**src/design/clts_pkg.sv**
```systemverilog
// Package with token kinds, scanner modes and shared types of the token scanner.
`timescale 1ns / 1ps
package clts_pkg;

   localparam int KIND_BITS = 6;
   localparam int LEN_BITS  = 16;

   localparam logic [KIND_BITS-1:0] K_END     = 6'd0;
   localparam logic [KIND_BITS-1:0] K_IDENT   = 6'd1;
   localparam logic [KIND_BITS-1:0] K_BOOLLIT = 6'd16;
   localparam logic [KIND_BITS-1:0] K_COMMA   = 6'd17;
   localparam logic [KIND_BITS-1:0] K_SEMI    = 6'd18;
   localparam logic [KIND_BITS-1:0] K_COLON   = 6'd19;
   localparam logic [KIND_BITS-1:0] K_DOT     = 6'd20;
   localparam logic [KIND_BITS-1:0] K_LPAREN  = 6'd21;
   localparam logic [KIND_BITS-1:0] K_RPAREN  = 6'd22;
   localparam logic [KIND_BITS-1:0] K_LBRACE  = 6'd23;
   localparam logic [KIND_BITS-1:0] K_RBRACE  = 6'd24;
   localparam logic [KIND_BITS-1:0] K_LBRACK  = 6'd25;
   localparam logic [KIND_BITS-1:0] K_RBRACK  = 6'd26;
   localparam logic [KIND_BITS-1:0] K_PLUS    = 6'd27;
   localparam logic [KIND_BITS-1:0] K_MINUS   = 6'd28;
   localparam logic [KIND_BITS-1:0] K_STAR    = 6'd29;
   localparam logic [KIND_BITS-1:0] K_DIV     = 6'd30;
   localparam logic [KIND_BITS-1:0] K_MOD     = 6'd31;
   localparam logic [KIND_BITS-1:0] K_AND     = 6'd32;
   localparam logic [KIND_BITS-1:0] K_LAND    = 6'd33;
   localparam logic [KIND_BITS-1:0] K_OR      = 6'd34;
   localparam logic [KIND_BITS-1:0] K_LOR     = 6'd35;
   localparam logic [KIND_BITS-1:0] K_XOR     = 6'd36;
   localparam logic [KIND_BITS-1:0] K_TILDE   = 6'd37;
   localparam logic [KIND_BITS-1:0] K_NOT     = 6'd38;
   localparam logic [KIND_BITS-1:0] K_NE      = 6'd39;
   localparam logic [KIND_BITS-1:0] K_ASSIGN  = 6'd40;
   localparam logic [KIND_BITS-1:0] K_EQ      = 6'd41;
   localparam logic [KIND_BITS-1:0] K_LT      = 6'd42;
   localparam logic [KIND_BITS-1:0] K_LE      = 6'd43;
   localparam logic [KIND_BITS-1:0] K_SHL     = 6'd44;
   localparam logic [KIND_BITS-1:0] K_GT      = 6'd45;
   localparam logic [KIND_BITS-1:0] K_GE      = 6'd46;
   localparam logic [KIND_BITS-1:0] K_SHR     = 6'd47;
   localparam logic [KIND_BITS-1:0] K_ERROR   = 6'd48;

   localparam logic [7:0] CH_NL  = 8'h0A;
   localparam logic [7:0] CH_TAB = 8'h09;
   localparam logic [7:0] CH_SP  = 8'h20;

   // Keyword table, bytes packed low first, up to 8 bytes.
   localparam int NUM_KW = 16;
   localparam logic [63:0] KW_TEXT [NUM_KW] = '{
      64'h0000_006B_6165_7262, // break
      64'h0000_0000_6C6F_6F62, // bool
      64'h0000_0000_7261_6863, // char
      64'h0000_0074_736E_6F63, // const
      64'h0000_0000_6573_6C65, // else
      64'h0000_0000_0072_6F66, // for
      64'h0000_0074_616F_6C66, // float
      64'h0000_0000_0000_6669, // if
      64'h0000_0000_0074_6E69, // int
      64'h0000_6E72_7574_6572, // return
      64'h0000_676E_6972_7473, // string
      64'h0000_0000_0065_7375, // use
      64'h0000_0000_6469_6F76, // void
      64'h0000_0065_6C69_6877, // while
      64'h0000_0000_6575_7274, // true
      64'h0000_0065_736C_6166  // false
   };
   localparam logic [3:0] KW_LEN [NUM_KW] = '{
      4'd5, 4'd4, 4'd4, 4'd5, 4'd4, 4'd3, 4'd5, 4'd2,
      4'd3, 4'd6, 4'd6, 4'd3, 4'd4, 4'd5, 4'd4, 4'd5
   };
   localparam logic [KIND_BITS-1:0] KW_KIND [NUM_KW] = '{
      6'd2, 6'd3, 6'd4, 6'd5, 6'd6, 6'd7, 6'd8, 6'd9,
      6'd10, 6'd11, 6'd12, 6'd13, 6'd14, 6'd15, K_BOOLLIT, K_BOOLLIT
   };

   typedef enum logic [11:0] {
      M_IDLE  = 12'b0000_0000_0001,
      M_WORD  = 12'b0000_0000_0010,
      M_SLASH = 12'b0000_0000_0100,
      M_LCOMM = 12'b0000_0000_1000,
      M_BCOMM = 12'b0000_0001_0000,
      M_BSTAR = 12'b0000_0010_0000,
      M_AMP   = 12'b0000_0100_0000,
      M_PIPE  = 12'b0000_1000_0000,
      M_BANG  = 12'b0001_0000_0000,
      M_EQ    = 12'b0010_0000_0000,
      M_LT    = 12'b0100_0000_0000,
      M_GT    = 12'b1000_0000_0000
   } mode_type;

   typedef struct packed {
      logic                 valid;
      logic [KIND_BITS-1:0] kind;
      logic                 at_word;    // start position is the pending token's
      logic [LEN_BITS-1:0]  length;
   } tok_type;

endpackage

```
**src/design/clts_if.sv**
```systemverilog
// Valid/ready channel interface used by the token scanner.
`timescale 1ns / 1ps
interface clts_if #(
   parameter int WIDTH = 8
) (
   input logic clock
);
   logic             valid;
   logic             ready;
   logic [WIDTH-1:0] data;

   modport source (output valid, output data, input ready);
   modport sink   (input valid, input data, output ready);
endinterface

```
**src/design/clts_front.sv**
```systemverilog
// Front end: per-byte classification, mode tracking and token formation.
`timescale 1ns / 1ps
module clts_front
   import clts_pkg::*;
#(
   parameter int KEYWORD_CHARS = 6,
   parameter int LINE_BITS     = 24,
   parameter int COL_BITS      = 16
) (
   input  logic                 clock,
   input  logic                 reset,
   input  logic                 in_valid,
   output logic                 in_ready,
   input  logic [7:0]           in_ch,
   input  logic                 in_end,
   output logic                 q_push,
   input  logic                 q_room,
   output tok_type              q_first,
   output tok_type              q_second,
   output logic [LINE_BITS-1:0] q_first_line,
   output logic [COL_BITS-1:0]  q_first_col,
   output logic [LINE_BITS-1:0] q_second_line,
   output logic [COL_BITS-1:0]  q_second_col
);
   localparam int WB = 8 * KEYWORD_CHARS;

   mode_type               mode_ff, mode_in;
   logic [WB-1:0]          word_ff, word_in;
   logic [LEN_BITS-1:0]    wlen_ff, wlen_in;
   logic [LINE_BITS-1:0]   line_ff, line_in, tline_ff, tline_in;
   logic [COL_BITS-1:0]    col_ff, col_in, tcol_ff, tcol_in;
   logic                   done_ff;

   logic                   take;
   logic                   is_alpha, is_word;
   logic                   do_flush, do_start;
   tok_type                flush_tok, start_tok, pair_tok;
   logic [KIND_BITS-1:0]   wkind;
   mode_type               start_mode;

   assign in_ready = q_room;
   assign take     = in_valid && q_room && !done_ff;

   assign is_alpha = (in_ch inside {[8'h61:8'h7A], [8'h41:8'h5A]}) || in_ch == 8'h5F;
   assign is_word  = is_alpha || (in_ch inside {[8'h30:8'h39]});

   always_comb begin
      wkind = K_IDENT;
      for (int i = NUM_KW - 1; i >= 0; i--) begin
         if (KW_LEN[i] <= 4'(KEYWORD_CHARS) && wlen_ff == LEN_BITS'(KW_LEN[i]) &&
             word_ff == KW_TEXT[i][WB-1:0]) begin
            wkind = KW_KIND[i];
         end
      end
   end

   always_comb begin
      flush_tok = '0;
      flush_tok.valid = 1'b1;
      flush_tok.length = LEN_BITS'(1);
      case (mode_ff)
         M_WORD: begin
            flush_tok.kind = wkind;
            flush_tok.length = wlen_ff;
         end
         M_SLASH: flush_tok.kind = K_DIV;
         M_AMP:   flush_tok.kind = K_AND;
         M_PIPE:  flush_tok.kind = K_OR;
         M_BANG:  flush_tok.kind = K_NOT;
         M_EQ:    flush_tok.kind = K_ASSIGN;
         M_LT:    flush_tok.kind = K_LT;
         M_GT:    flush_tok.kind = K_GT;
         default: flush_tok.valid = 1'b0;
      endcase
   end

   always_comb begin
      start_tok = '0;
      start_tok.valid = 1'b1;
      start_tok.length = LEN_BITS'(1);
      start_mode = M_IDLE;
      case (in_ch)
         CH_SP, CH_TAB, CH_NL: start_tok.valid = 1'b0;
         8'h2C: start_tok.kind = K_COMMA;
         8'h3B: start_tok.kind = K_SEMI;
         8'h3A: start_tok.kind = K_COLON;
         8'h2E: start_tok.kind = K_DOT;
         8'h28: start_tok.kind = K_LPAREN;
         8'h29: start_tok.kind = K_RPAREN;
         8'h7B: start_tok.kind = K_LBRACE;
         8'h7D: start_tok.kind = K_RBRACE;
         8'h5B: start_tok.kind = K_LBRACK;
         8'h5D: start_tok.kind = K_RBRACK;
         8'h2B: start_tok.kind = K_PLUS;
         8'h2D: start_tok.kind = K_MINUS;
         8'h2A: start_tok.kind = K_STAR;
         8'h25: start_tok.kind = K_MOD;
         8'h5E: start_tok.kind = K_XOR;
         8'h7E: start_tok.kind = K_TILDE;
         8'h2F: begin start_tok.valid = 1'b0; start_mode = M_SLASH; end
         8'h26: begin start_tok.valid = 1'b0; start_mode = M_AMP; end
         8'h7C: begin start_tok.valid = 1'b0; start_mode = M_PIPE; end
         8'h21: begin start_tok.valid = 1'b0; start_mode = M_BANG; end
         8'h3D: begin start_tok.valid = 1'b0; start_mode = M_EQ; end
         8'h3C: begin start_tok.valid = 1'b0; start_mode = M_LT; end
         8'h3E: begin start_tok.valid = 1'b0; start_mode = M_GT; end
         default: begin
            if (is_alpha) begin
               start_tok.valid = 1'b0;
               start_mode = M_WORD;
            end else begin
               start_tok.kind = K_ERROR;
            end
         end
      endcase
   end

   always_comb begin
      mode_in  = mode_ff;
      word_in  = word_ff;
      wlen_in  = wlen_ff;
      tline_in = tline_ff;
      tcol_in  = tcol_ff;
      line_in  = line_ff;
      col_in   = col_ff;
      do_flush = 1'b0;
      do_start = 1'b0;
      pair_tok = '0;
      pair_tok.length = LEN_BITS'(2);
      if (in_end) begin
         do_flush = !(mode_ff inside {M_LCOMM, M_BCOMM, M_BSTAR});
         mode_in  = M_IDLE;
         tline_in = line_ff;
         tcol_in  = col_ff;
      end else begin
         case (mode_ff)
            M_WORD: begin
               if (is_word) begin
                  for (int i = 0; i < KEYWORD_CHARS; i++) begin
                     if (wlen_ff == LEN_BITS'(i)) word_in[8*i +: 8] = in_ch;
                  end
                  if (wlen_ff != '1) wlen_in = wlen_ff + LEN_BITS'(1);
               end else begin
                  do_flush = 1'b1;
                  do_start = 1'b1;
               end
            end
            M_SLASH: begin
               if (in_ch == 8'h2F) mode_in = M_LCOMM;
               else if (in_ch == 8'h2A) mode_in = M_BCOMM;
               else begin do_flush = 1'b1; do_start = 1'b1; end
            end
            M_LCOMM: if (in_ch == CH_NL) mode_in = M_IDLE;
            M_BCOMM: if (in_ch == 8'h2A) mode_in = M_BSTAR;
            M_BSTAR: begin
               if (in_ch == 8'h2F) mode_in = M_IDLE;
               else if (in_ch != 8'h2A) mode_in = M_BCOMM;
            end
            M_AMP, M_PIPE, M_BANG, M_EQ, M_LT, M_GT: begin
               pair_tok.valid = 1'b1;
               if (mode_ff == M_AMP && in_ch == 8'h26) pair_tok.kind = K_LAND;
               else if (mode_ff == M_PIPE && in_ch == 8'h7C) pair_tok.kind = K_LOR;
               else if (mode_ff == M_BANG && in_ch == 8'h3D) pair_tok.kind = K_NE;
               else if (mode_ff == M_EQ && in_ch == 8'h3D) pair_tok.kind = K_EQ;
               else if (mode_ff == M_LT && in_ch == 8'h3D) pair_tok.kind = K_LE;
               else if (mode_ff == M_LT && in_ch == 8'h3C) pair_tok.kind = K_SHL;
               else if (mode_ff == M_GT && in_ch == 8'h3D) pair_tok.kind = K_GE;
               else if (mode_ff == M_GT && in_ch == 8'h3E) pair_tok.kind = K_SHR;
               else pair_tok.valid = 1'b0;
               if (pair_tok.valid) mode_in = M_IDLE;
               else begin do_flush = 1'b1; do_start = 1'b1; end
            end
            default: do_start = 1'b1;
         endcase
         if (do_flush) mode_in = M_IDLE;
         if (do_start) begin
            tline_in = line_ff;
            tcol_in  = col_ff;
            mode_in  = start_mode;
            if (start_mode == M_WORD) begin
               word_in = WB'(in_ch);
               wlen_in = LEN_BITS'(1);
            end
         end
         if (in_ch == CH_NL) begin
            if (line_ff != '1) line_in = line_ff + LINE_BITS'(1);
            col_in = COL_BITS'(1);
         end else if (col_ff != '1) begin
            col_in = col_ff + COL_BITS'(1);
         end
      end
   end

   // Results of this byte: flushed/pair token at the old start, then the new one.
   always_comb begin
      tok_type a, b;
      a = '0;
      b = '0;
      if (in_end) begin
         if (do_flush) a = flush_tok;
         b = '0;
         b.valid = 1'b1;
         b.kind = K_END;
         b.length = '0;
      end else if (pair_tok.valid) begin
         a = pair_tok;
      end else begin
         if (do_flush) a = flush_tok;
         if (do_start) b = start_tok;
      end
      q_first_line  = tline_ff;
      q_first_col   = tcol_ff;
      q_second_line = tline_in;
      q_second_col  = tcol_in;
      if (a.valid) begin
         q_first  = a;
         q_second = b;
      end else begin
         q_first       = b;
         q_second      = '0;
         q_first_line  = tline_in;
         q_first_col   = tcol_in;
      end
      q_first.at_word  = 1'b0;
      q_second.at_word = 1'b0;
   end

   assign q_push = take && q_first.valid;

   always_ff @(posedge clock) begin
      if (reset) begin
         mode_ff  <= M_IDLE;
         word_ff  <= '0;
         wlen_ff  <= '0;
         line_ff  <= LINE_BITS'(1);
         col_ff   <= COL_BITS'(1);
         tline_ff <= LINE_BITS'(1);
         tcol_ff  <= COL_BITS'(1);
         done_ff  <= 1'b0;
      end else if (take) begin
         mode_ff  <= mode_in;
         word_ff  <= word_in;
         wlen_ff  <= wlen_in;
         line_ff  <= line_in;
         col_ff   <= col_in;
         tline_ff <= tline_in;
         tcol_ff  <= tcol_in;
         if (in_end) done_ff <= 1'b1;
      end
   end

`ifndef SYNTHESIS
   a_mode_onehot: assert property (@(posedge clock) disable iff (reset) $onehot(mode_ff))
      else $error("scanner mode not one-hot");
   a_done_sticks: assert property (@(posedge clock) disable iff (reset)
      done_ff |=> done_ff) else $error("finished flag dropped");
   a_idle_after_end: assert property (@(posedge clock) disable iff (reset)
      done_ff |-> mode_ff == M_IDLE) else $error("mode active after end");
   a_push_needs_room: assert property (@(posedge clock) disable iff (reset)
      q_push |-> q_room) else $error("push without room");
`endif
endmodule

```
**src/design/clts_back.sv**
```systemverilog
// Back end: token queue that serializes up to two results per byte onto the output.
`timescale 1ns / 1ps
module clts_back
   import clts_pkg::*;
#(
   parameter int LINE_BITS = 24,
   parameter int COL_BITS  = 16
) (
   input  logic                 clock,
   input  logic                 reset,
   input  logic                 q_push,
   output logic                 q_room,
   input  tok_type              q_first,
   input  tok_type              q_second,
   input  logic [LINE_BITS-1:0] q_first_line,
   input  logic [COL_BITS-1:0]  q_first_col,
   input  logic [LINE_BITS-1:0] q_second_line,
   input  logic [COL_BITS-1:0]  q_second_col,
   output logic                 out_valid,
   input  logic                 out_ready,
   output logic [KIND_BITS-1:0] out_kind,
   output logic [LINE_BITS-1:0] out_line,
   output logic [COL_BITS-1:0]  out_col,
   output logic [LEN_BITS-1:0]  out_length,
   output logic                 out_last
);
   localparam int EW = KIND_BITS + LINE_BITS + COL_BITS + LEN_BITS + 1;
   localparam int DEPTH = 4;
   localparam int AB = 2;

   logic [EW-1:0]  mem_ff [DEPTH];
   logic [AB-1:0]  wr_ff, rd_ff;
   logic [AB:0]    cnt_ff, cnt_in;
   logic           pop, two;
   logic [EW-1:0]  e0, e1;

   assign two = q_second.valid;
   assign e0 = {q_first.kind, q_first_line, q_first_col, q_first.length, !two};
   assign e1 = {q_second.kind, q_second_line, q_second_col, q_second.length, 1'b1};

   // Room for two entries keeps acceptance independent of the byte's content.
   assign q_room    = cnt_ff <= (AB+1)'(DEPTH - 2);
   assign out_valid = cnt_ff != '0;
   assign pop       = out_valid && out_ready;
   assign {out_kind, out_line, out_col, out_length, out_last} = mem_ff[rd_ff];

   always_comb begin
      cnt_in = cnt_ff - (AB+1)'(pop);
      if (q_push) cnt_in = cnt_in + (two ? (AB+1)'(2) : (AB+1)'(1));
   end

   always_ff @(posedge clock) begin
      if (q_push) begin
         mem_ff[wr_ff] <= e0;
         if (two) mem_ff[wr_ff + AB'(1)] <= e1;
      end
   end

   always_ff @(posedge clock) begin
      if (reset) begin
         wr_ff  <= '0;
         rd_ff  <= '0;
         cnt_ff <= '0;
      end else begin
         if (q_push) wr_ff <= wr_ff + (two ? AB'(2) : AB'(1));
         if (pop) rd_ff <= rd_ff + AB'(1);
         cnt_ff <= cnt_in;
      end
   end

`ifndef SYNTHESIS
   a_no_overflow: assert property (@(posedge clock) disable iff (reset)
      cnt_ff <= (AB+1)'(DEPTH)) else $error("token queue overflow");
   a_count_track: assert property (@(posedge clock) disable iff (reset)
      (!q_push && !pop) |=> $stable(cnt_ff)) else $error("queue count moved while idle");
   a_pair_last: assert property (@(posedge clock) disable iff (reset)
      (q_push && two) |=> out_valid) else $error("pair pushed but queue empty");
`endif
endmodule

```
**src/design/c_like_token_scanner.sv**
```systemverilog
// Top level of the byte-serial C-like token scanner.
`timescale 1ns / 1ps
// The scanner takes one source byte, or an end-of-input mark, per request transaction and
// returns tokens on the response channel, each with its kind, start line, start column and
// length; the last response caused by a request has last_of_run set. Bytes stream at one
// per cycle while the response side keeps up: the front end classifies the byte and updates
// the scan mode and position counters as it accepts it, and a four-entry token queue holds
// the zero, one or two tokens each byte yields. A byte that yields two tokens takes two
// response transactions, so the sustained byte rate drops only for streams dense in such
// bytes. After the end token, further requests are accepted and ignored until reset.
module c_like_token_scanner
   import clts_pkg::*;
#(
   parameter int KEYWORD_CHARS = 6,
   parameter int LINE_BITS     = 24,
   parameter int COL_BITS      = 16
) (
   input logic clock,
   input logic reset,
   clts_if.sink   req,
   clts_if.source rsp
);
   tok_type              first, second;
   logic                 push, room;
   logic [LINE_BITS-1:0] fl, sl;
   logic [COL_BITS-1:0]  fc, sc;
   logic [KIND_BITS-1:0] kind;
   logic [LINE_BITS-1:0] line;
   logic [COL_BITS-1:0]  col;
   logic [LEN_BITS-1:0]  len;
   logic                 last;

   // Request payload is {end_of_input, ch}.
   clts_front #(.KEYWORD_CHARS(KEYWORD_CHARS), .LINE_BITS(LINE_BITS), .COL_BITS(COL_BITS))
   u_front (
      .clock, .reset,
      .in_valid(req.valid), .in_ready(req.ready),
      .in_ch(req.data[7:0]), .in_end(req.data[8]),
      .q_push(push), .q_room(room), .q_first(first), .q_second(second),
      .q_first_line(fl), .q_first_col(fc), .q_second_line(sl), .q_second_col(sc)
   );

   clts_back #(.LINE_BITS(LINE_BITS), .COL_BITS(COL_BITS)) u_back (
      .clock, .reset,
      .q_push(push), .q_room(room), .q_first(first), .q_second(second),
      .q_first_line(fl), .q_first_col(fc), .q_second_line(sl), .q_second_col(sc),
      .out_valid(rsp.valid), .out_ready(rsp.ready),
      .out_kind(kind), .out_line(line), .out_col(col), .out_length(len), .out_last(last)
   );

   // Response payload is {kind, start_line, start_col, tok_length, last_of_run}.
   assign rsp.data = {kind, line, col, len, last};

`ifndef SYNTHESIS
   a_rsp_stable: assert property (@(posedge clock) disable iff (reset)
      (rsp.valid && !rsp.ready) |=> rsp.valid) else $error("response dropped while stalled");
   a_end_len: assert property (@(posedge clock) disable iff (reset)
      (rsp.valid && kind == K_END) |-> (len == '0 && last)) else $error("bad end token");
   a_line_nonzero: assert property (@(posedge clock) disable iff (reset)
      rsp.valid |-> (line != '0 && col != '0)) else $error("zero position");
`endif
endmodule

```
**src/flat_wrapper.sv**
```systemverilog
// flat-port wrapper written by rule: the top's interface ports become plain ports
module c_like_token_scanner_flat import clts_pkg::*;
#(
   parameter int KEYWORD_CHARS = 6,
   parameter int LINE_BITS     = 24,
   parameter int COL_BITS      = 16
)
  (clock, reset, req_valid, req_data, req_ready, rsp_valid, rsp_data, rsp_ready);
  clts_if #(.WIDTH((9))) req_i (.clock(clock));
  clts_if #(.WIDTH((KIND_BITS + (24) + (16) + LEN_BITS + 1))) rsp_i (.clock(clock));
  input logic clock;
  input logic reset;
  input wire logic [$bits(req_i.valid)-1:0] req_valid;
  input wire logic [$bits(req_i.data)-1:0] req_data;
  output wire logic [$bits(req_i.ready)-1:0] req_ready;
  output wire logic [$bits(rsp_i.valid)-1:0] rsp_valid;
  output wire logic [$bits(rsp_i.data)-1:0] rsp_data;
  input wire logic [$bits(rsp_i.ready)-1:0] rsp_ready;
  assign req_i.valid = req_valid;
  assign req_i.data = req_data;
  assign req_ready = req_i.ready;
  assign rsp_valid = rsp_i.valid;
  assign rsp_data = rsp_i.data;
  assign rsp_i.ready = rsp_ready;
  c_like_token_scanner #(.KEYWORD_CHARS(KEYWORD_CHARS), .LINE_BITS(LINE_BITS), .COL_BITS(COL_BITS)) u_core (.clock(clock), .reset(reset), .req(req_i), .rsp(rsp_i));
endmodule
```
**config.mk**
```make
export PLATFORM = sky130hd
export DESIGN_NAME = c_like_token_scanner_flat
export DESIGN_NICKNAME = d
export VERILOG_FILES = /design/src/design/clts_pkg.sv /design/src/design/clts_if.sv /design/src/design/clts_front.sv /design/src/design/clts_back.sv /design/src/design/c_like_token_scanner.sv /design/src/flat_wrapper.sv
export SDC_FILE = /design/constraint.sdc
export NUM_CORES = 1
export LEC_CHECK = 0
export BUFFER_PORTS_ARGS = -buffer_cell sky130_fd_sc_hd__buf_4
export CAP_MARGIN = 10
export CORE_MARGIN = 3
export CORE_UTILIZATION = 25
export CTS_CLUSTER_DIAMETER = 100
export DETAILED_ROUTE_END_ITERATION = 8
export PLACE_DENSITY = 0.38
export SLEW_MARGIN = 20
export SYNTH_ARGS = -nofsm -noshare
export SYNTH_HDL_FRONTEND = slang
export SYNTH_HIERARCHICAL = 1
export SYNTH_SLANG_ARGS = --single-unit
```
**constraint.sdc**
```tcl
create_clock -name clock -period 13.35 [get_ports clock]
set_clock_uncertainty 0.05 [all_clocks]
set_input_delay 2.0025 -clock clock [delete_from_list [all_inputs] [get_ports clock]]
set_output_delay 2.0025 -clock clock [all_outputs]
set_load 0.01 [all_outputs]
```
==> flow_summary.ini <==
[run_status]
status = completed

[setup_path]
start_kind = input pin
path_class = input pin to flop
r2r_setup_slack_ns = 7.44
r2r_end = u_core/u_back/mem_ff[3][49]
reg2reg_depth = 12
cp_max_fo = 36
critPathCaptureType = flop
arrival_ns = 6.84
crit_start = req_data[1]
cp.required_ns = 13.50
r2r-start = u_core/u_front/mode_ff[0]

[timing]
hold_violations = 0
fin_tns_setup_ns = 0
maxSlewViolCount = 0
setup_viol = 0
holdWs_ns = 0.395
rsz0062_at_grt = false
period_share = 0.501
worst_pin_slew_ns = 1.13
fin_ws_ns = 6.67
clock.fmax_mhz = 150
relSlewSlack = 0.237
post-route-min-period_ns = 6.68

[clocking]
ctsResizeCount = 0
cts.hold.buffers_added = 0
clkLatencyLatePin_ns = 0.63
cts_tree = yes
clk_pin_slew_ns = 0.05
cts_htree_levels = 2
cts_root_buf = clkbuf_16
numCtsBuffers = 51
cts_buffer_depth = 3
postCtsSetupBuffers = 0
cts_sinks = 418

[synthesis]
yosysWarnings = 6
postSynthCellCount = 1961
netlist_area_mm2 = 0.0222
avgSynthCellArea_um2 = 11.3

[floorplanning]
die-width_um = 304
io_pins = 78
start_util = 0.254
fp.dieArea_mm2 = 0.0924
core_area_mm2 = 0.0874
dieHeight_um = 304
core.rowCount = 108

[placement]
portBuffers = 77
place_ws_ns = 6.01
hpwl_um = 43700
place_congestion = 0.865
placed_cells_incl_taps = 3065

[detailed_routing]
vias = 16100
drc = 0
avgRoutedWirePerCell_um = 22.9
drt-initial-drc-count = 1253
wl_um = 72300
ant_nets = 0
first_pass_iters = 5
viasPerCell = 5.10

[hold_path]
holdPathStages = 2
min_path_type = flop to flop
hold-path-endpoint = u_core/u_front/word_ff[15]
hp-start = u_core/u_front/word_ff[15]

[final_layout]
n_fill_cell = 8997
layout-drive-gt1-share = 0.176
nets = 1989
num_antenna_cells = 0
fin_util = 0.288
fin_cells = 3163
area_growth_pct = 13.5

[power_and_ir_drop]
ir_drop_mv = 0.104
p_per_area_mw_per_mm2 = 135
p_leak_nw = 8.13

[global_routing]
grt_overflow_total = 0
track_usage = 0.152
antenna_found_initial = 1
grt_pass1_wl_um = 108000
grt_max_degree = 64
grt_pass1_vias = 16400

[run]
drv_cap = 0
==> metal layers <==
layer | up-vias | part of all wire | track usage
li1 | 7499 | - | -
met1 | 8107 | 0.46 | 0.207
met2 | 405 | 0.47 | 0.251
met3 | 108 | 0.047 | 0.0221
met4 | 0 | 0.022 | 0.0404
met5 | - | 0 | 0
==> worst max-delay path, cell delays in order <==
cell and delay [ns]:
buf_4 0.30, a21oi_1 0.11, o2bb2ai_1 0.25, o21ai_0 0.16, or4_1 0.57, a311oi_1 0.31
o21ai_0 0.34, and2_1 0.30, a21oi_2 0.69, nand2_4 0.21, nor2_4 0.86, buf_4 0.69
==> how the worst max path moves through the flow <==
stage,endpoint,slack [ns],cells past startpoint
6_report,u_core/u_back/mem_ff[3][49],6.67,12
5_1_grt,u_core/u_back/mem_ff[3][49],6.32,12
4_1_cts,u_core/u_back/mem_ff[3][49],6.62,12
3_5_place_dp,u_core/u_back/mem_ff[3][37],6.01,12
3_3_place_gp,u_core/u_back/mem_ff[3][37],6.17,12
2_1_floorplan,u_core/u_back/mem_ff[3][10],5.92,12
==> layout make-up <==
type                       count  area, µm²  area share
sequential                   418      10900       0.431
multi-input combinational   1368      10300       0.411
clock buffer                  85       1490      0.0593
tap                         1155       1450      0.0574
timing repair buffer         102        806      0.0320
clock inverter                11        154     0.00611
inverter                      24       90.1     0.00358
==> placed cells by master, fill, tap and decap left out, types with 6 or more instances in the layout <==
cell       instances
a21oi_1           92
a22o_1           250
a41oi_1            7
and2_1            25
and3_1            27
and4_1             8
buf_4            100
clkbuf_1          25
clkbuf_16         51
clkbuf_8           9
conb_1            15
dfxtp_1          168
edfxtp_1         248
ha_1              10
inv_1             23
mux2_2            38
mux2_4            40
mux2i_1           20
mux4_2            63
nand2_1          216
nand2b_1          11
nand3_1           47
nand3b_1           6
nand4_1           37
nand4b_1           7
nor2_1           138
nor2_4             8
nor2b_1           15
nor3_1            28
nor3b_1            8
nor4_1            23
nor4b_1            7
nor4bb_1          10
o211ai_1           6
o21ai_0           31
o2bb2ai_1          8
or3_1             10
or4_1              8
xnor2_1           18
xor2_1            34
==> sequential cells by signal, summed over array words and instances, names as in the netlist, named ones only <==
register / cells
u_core/u_back/cnt_ff: 3
u_core/u_back/mem_ff: 252
u_core/u_back/rd_ff: 2
u_core/u_back/wr_ff: 2
u_core/u_front/col_ff: 16
u_core/u_front/done_ff: 1
u_core/u_front/line_ff: 24
u_core/u_front/mode_ff: 12
u_core/u_front/tcol_ff: 16
u_core/u_front/tline_ff: 24
u_core/u_front/wlen_ff: 16
u_core/u_front/word_ff: 48
==> power by group <==
group,internal (mW),total [mW],switching [mW],leakage [nW]
logic,0.232,0.550,0.318,3.78
clock network,0.802,1.36,0.562,0.798
registers,1.43,1.48,0.0530,3.55
==> per-stage QoR <==
step	power, mW	cell area (µm²)
final	3.40	25200
after global routing	3.55	25200
after CTS	3.47	25100
after detailed placement	2.08	23500
after global placement	2.08	23500
after floorplan	1.82	22300
Power figures use the tool's default switching activity.
